File: src/sv/cxalu_pkg.sv
package cxalu_pkg;

	// word format: signed fixed point, W bits, F of them fractional
	localparam int W  = 32;
	localparam int F  = 16;
	// product, signed sum of two products, magnitude
	localparam int PW = 2 * W;
	localparam int XW = 2 * W + 2;
	localparam int MW = 2 * W + 1;
	// |b|^2, doubled divisor / partial remainder, divider dividend
	localparam int DW = 2 * W;
	localparam int RW = 2 * W + 1;
	localparam int NW = MW + F + 2;

	typedef enum logic [1:0] {
		OP_ADD = 2'd0,
		OP_SUB = 2'd1,
		OP_MUL = 2'd2,
		OP_DIV = 2'd3
	} op_t;

	typedef struct packed {
		op_t                operation;
		logic signed [W-1:0] a_real;
		logic signed [W-1:0] a_imag;
		logic signed [W-1:0] b_real;
		logic signed [W-1:0] b_imag;
	} operands_t;

	typedef struct packed {
		logic signed [W-1:0] result_real;
		logic signed [W-1:0] result_imag;
		logic                divide_by_zero;
		logic                saturated;
	} result_t;

	// one result part on its way down the divider row
	typedef struct packed {
		logic          neg;   // sign of the result part
		logic          big;   // magnitude is 2^W or more
		logic [W-1:0]  q;     // magnitude (quotient bits for divide)
		logic [RW-1:0] rem;   // partial remainder
		logic [W-1:0]  nlow;  // dividend bits still to enter
	} part_t;

	typedef struct packed {
		logic          is_div;
		logic          dz;
		logic [RW-1:0] d2;    // 2*|b|^2
		part_t         re;
		part_t         im;
	} item_t;

endpackage

File: src/sv/cxalu_cell.sv
module cxalu_cell (
	input  logic              clk,
	input  logic              arst_n,
	input  logic              feed_vld,
	input  cxalu_pkg::item_t  feed,
	output logic              vld,
	output cxalu_pkg::item_t  item
);

	localparam int W  = cxalu_pkg::W;
	localparam int RW = cxalu_pkg::RW;

	cxalu_pkg::item_t  nxt_c;

	// one restoring division step: one quotient bit per part
	function automatic cxalu_pkg::part_t step(input cxalu_pkg::part_t p,
		input logic [RW-1:0] d2);
		logic [RW:0]       t;
		logic [RW:0]       diff;
		logic              ge;
		cxalu_pkg::part_t  r;
		t    = {p.rem, p.nlow[W-1]};
		diff = t - {1'b0, d2};
		ge   = t >= {1'b0, d2};
		r    = p;
		r.rem  = ge ? diff[RW-1:0] : t[RW-1:0];
		r.q    = {p.q[W-2:0], ge};
		r.nlow = {p.nlow[W-2:0], 1'b0};
		return r;
	endfunction

	always_comb begin
		nxt_c = feed;
		if (feed.is_div) begin
			nxt_c.re = step(feed.re, feed.d2);
			nxt_c.im = step(feed.im, feed.d2);
		end
	end

	always_ff @(posedge clk) begin
		item <= nxt_c;
	end

	always_ff @(posedge clk or negedge arst_n) begin
		if (!arst_n) begin
			vld <= 1'b0;
		end else begin
			vld <= feed_vld;
		end
	end

endmodule

File: config.mk
export PLATFORM = sky130hd
export DESIGN_NAME = cxalu_cell
export DESIGN_NICKNAME = d
export VERILOG_FILES = /design/src/sv/cxalu_pkg.sv /design/src/sv/cxalu_cell.sv
export SDC_FILE = /design/constraint.sdc
export NUM_CORES = 1
export LEC_CHECK = 0
export BUFFER_PORTS_ARGS = -buffer_cell sky130_fd_sc_hd__buf_4
export CORE_AREA = 2 2 254 256
export DETAILED_ROUTE_END_ITERATION = 12
export DIE_AREA = 0 0 256 258
export PLACE_DENSITY = 0.54
export SLEW_MARGIN = 5
export SYNTH_ARGS = -nofsm -noshare
export SYNTH_HDL_FRONTEND = slang
export SYNTH_SLANG_ARGS = --single-unit
File: constraint.sdc
create_clock -name clk -period 0.8 [get_ports clk]
set_input_delay 0.12 -clock clk [delete_from_list [all_inputs] [get_ports clk]]
set_output_delay 0.12 -clock clk [all_outputs]
set_load 0.05 [all_outputs]
==> flow_summary.ini <==
[cells_and_area]
finalInstanceArea_um2 = 40900
fillCellCount = 4994
final_common_cell = buf_4
post-route-util = 0.642
final_cell_mix = buf_4, dlygate4sd3_1, dfxtp_2, buf_8, a21oi_1
syn2layout_area_growth_pct = 119
final_nets = 4405
drive_gt1_frac = 0.590

[pwr]
p_leak_nw = 18.8
powerDensity_nw_per_um2 = 1760
ir_drop_uv = 1620

[worst_setup_path]
crit_type = primary input to register
crit_path_start_kind = primary input
endpoint_kind = register
worstPathMaxFanout = 6
cp.required_ns = 1.24
worstPathArrival_ns = 3.20

[run_status]
status = finished with violations
violations = setup timing

[yosys]
ys_seq_area_frac = 0.354
async_flop_share = 0.00303
synth_top_family_by_area = compound AO/OA/AOI/OAI gates
muxShareOfSynthArea = 0.0913
netlist_instances = 2211
synth.distinct_cells = 77
yosys.area_share.simple = 0.141
synth-edff-count = 0
ys_warn_count = 0
synthAdderAreaFrac = 0.0892
netlist_area_um2 = 18700
yosys.area_share.xor_xnor = 0.0548
ys_seq_elements = 330
synth-main-ff-cell = dfxtp_1
synth_nets = 2675
avgSynthCellArea_um2 = 8.45
synth_compound_area_frac = 0.219

[die]
fp.dieW_um = 256
die_y_um = 258
initial_core_util = 0.294
num_io_pins = 662
row_count = 93
core_area_um2 = 63600
dieArea_um2 = 66000

[sta]
layout_min_cycle_time_ns = 2.76
slew_viol_final = 0
fmax_mhz = 362
tightest_slew_ns = 0.638
post-route-period-util = 3.45
setup_viol = 462
timing.final.ws_setup_ns = -1.96
hold_viol_final = 0
slew_headroom = 0.570
rsz0062_at_grt = yes

[place]
dp_slack_ns = -2.67
dp_hpwl_um = 71700
io_buffer_count = 661
dpl_cell_area_um2 = 30500
gp_congestion = 0.967

[clock_network]
cts-root-buf = clkbuf_16
numCtsBuffers = 42
cts_buffer_depth = 3
htree_levels = 2
path_clk_slew_ns = 0.06
cts_sinks = 330
cts_tree = yes

[route]
postRouteAntennaNets = 0
wl_um = 98100
avgViaCountPerCell = 4.84
drtIter0Drc = 1093
drc = 0
wire_per_inst_um = 20.3
vias = 23400
drt_first_pass_iters = 7

[worst_hold_path]
hp-class = primary input to register
hold_depth = 4

[grt]
grt_pass1_vias = 24800
grt_first_pass_wirelength_um = 145000
grt_max_degree = 34
antenna_found_initial = 10
grtUsageTotal = 0.282
grt_overflow_total = 0

[job]
cap_viol_max_count = 0
## registers in the layout (all words and copies together) (netlist names)
| signal | cells |
|---|---|
| item | 329 |
| vld | 1 |
## final cells by class
| class | count | area (um2) | share of cell area |
|---|---|---|---|
| clock buffers | 58 | 1200 | 0.0294 |
| inverters | 109 | 454 | 0.0111 |
| repair buffers | 1806 | 17600 | 0.430 |
| clock inverters | 13 | 153 | 0.00373 |
| diodes | 8 | 20.0 | 0.000490 |
| well taps | 855 | 1070 | 0.0262 |
| flip-flops and latches | 330 | 7080 | 0.173 |
| multi-input cells | 1652 | 13300 | 0.326 |
## worst max-delay path, stage by stage
cell	delay [ns]
buf_12	0.11
inv_12	0.04
ha_4	0.13
inv_2	0.03
fa_2	0.33
a21o_1	0.22
a221oi_4	0.36
o21ai_4	0.11
nand4_1	0.10
buf_6	0.13
nand4_1	0.19
nand3_1	0.14
nand3_2	0.12
a21oi_4	0.21
buf_12	0.20
clkbuf_16	0.20
clkbuf_16	0.17
nor2_2	0.05
a21oi_2	0.13
a21oi_1	0.08
## path summary, 6_finish.rpt
kind                           start         to  slack (ns)
worst max-delay path       feed[162]  item[174]       -1.96
worst min-delay path       feed[224]  item[225]        0.02
max in group asynchronous     arst_n        vld        0.24
min in group asynchronous     arst_n        vld        0.44
## repair_timing
item                                    4_1_cts  5_1_grt
hold buffers                                334        0
pin swaps                                   127      119
gates resized for setup                    1190      222
gates cloned                                 14        3
setup buffers                                61       23
endpoints found under the hold margin       329        0
endpoints found under the setup margin      462      462
## power breakdown
group	total [mW]	internal (mW)	switching (mW)
Sequential	19.8	18.5	1.30
Combinational	33.2	16.2	17.0
Clock	19.0	11.1	7.82
## per-stage QoR
stage	hold slack [ns]	TNS (ns)	total power, mW	std cells
finish	0.0208	-358.72	71.9	4831
global route	0.00487	-390.28	74.8	4826
CTS	0.00154	-361.14	70.8	4815
detailed placement	-0.102	-369.45	44.9	4340
global placement	-0.105	-360.52	44.8	4340
floorplan	-0.176	-255.36	33.7	2211
## cell families (layout without fill, tap and decap cells)
logic type                 Yosys count  after routing
other                                0              8
muxes                              154            154
AOI/OAI and AO/OA                  675            676
adders and majority gates          132            132
DFF                                330            330
xor gates and xnor gates           117            117
buffers and inverters              230           1986
and+or+nand+nor                    573            573
## layer usage
layer	global-route usage	share of wire	vias to the layer above	routed length, um
li1	-	-	11300	-
met1	0.319	0.39	11100	38400
met2	0.513	0.51	777	49600
met3	0.0545	0.054	200	5320
met4	0.130	0.048	8	4690
met5	0	0.00052	-	51
## synthesized netlist by cell type, drive strengths merged (4+ instances only)
master	number	area, um2
a21o	69	518
nor3	27	146
o21a	14	105
a21boi	4	30.0
nand3	35	175
nor3b	4	30.0
and3	15	93.8
o211ai	14	119
buf	41	235
xor2	47	412
o21ai	98	494
dfxtp	329	6590
a21oi	343	1730
ha	130	1630
o31ai	13	103
o221ai	10	87.6
a221oi	5	62.6
nor2	255	960
nor4	6	37.5
mux2i	22	220
o41ai	4	35.0
a211o	6	52.6
and2	9	56.3
a211oi	10	75.1
o31a	6	52.6
nand2	115	432
xnor2	70	613
or3	8	50.1
a221o	6	60.1
inv	109	409
nand2b	18	113
nand4	50	313
clkbuf	80	308
a31o	5	43.8
nor2b	19	119
mux2	132	1490
o21bai	29	218
a31oi	20	131
(Power assumes the default switching activity.)
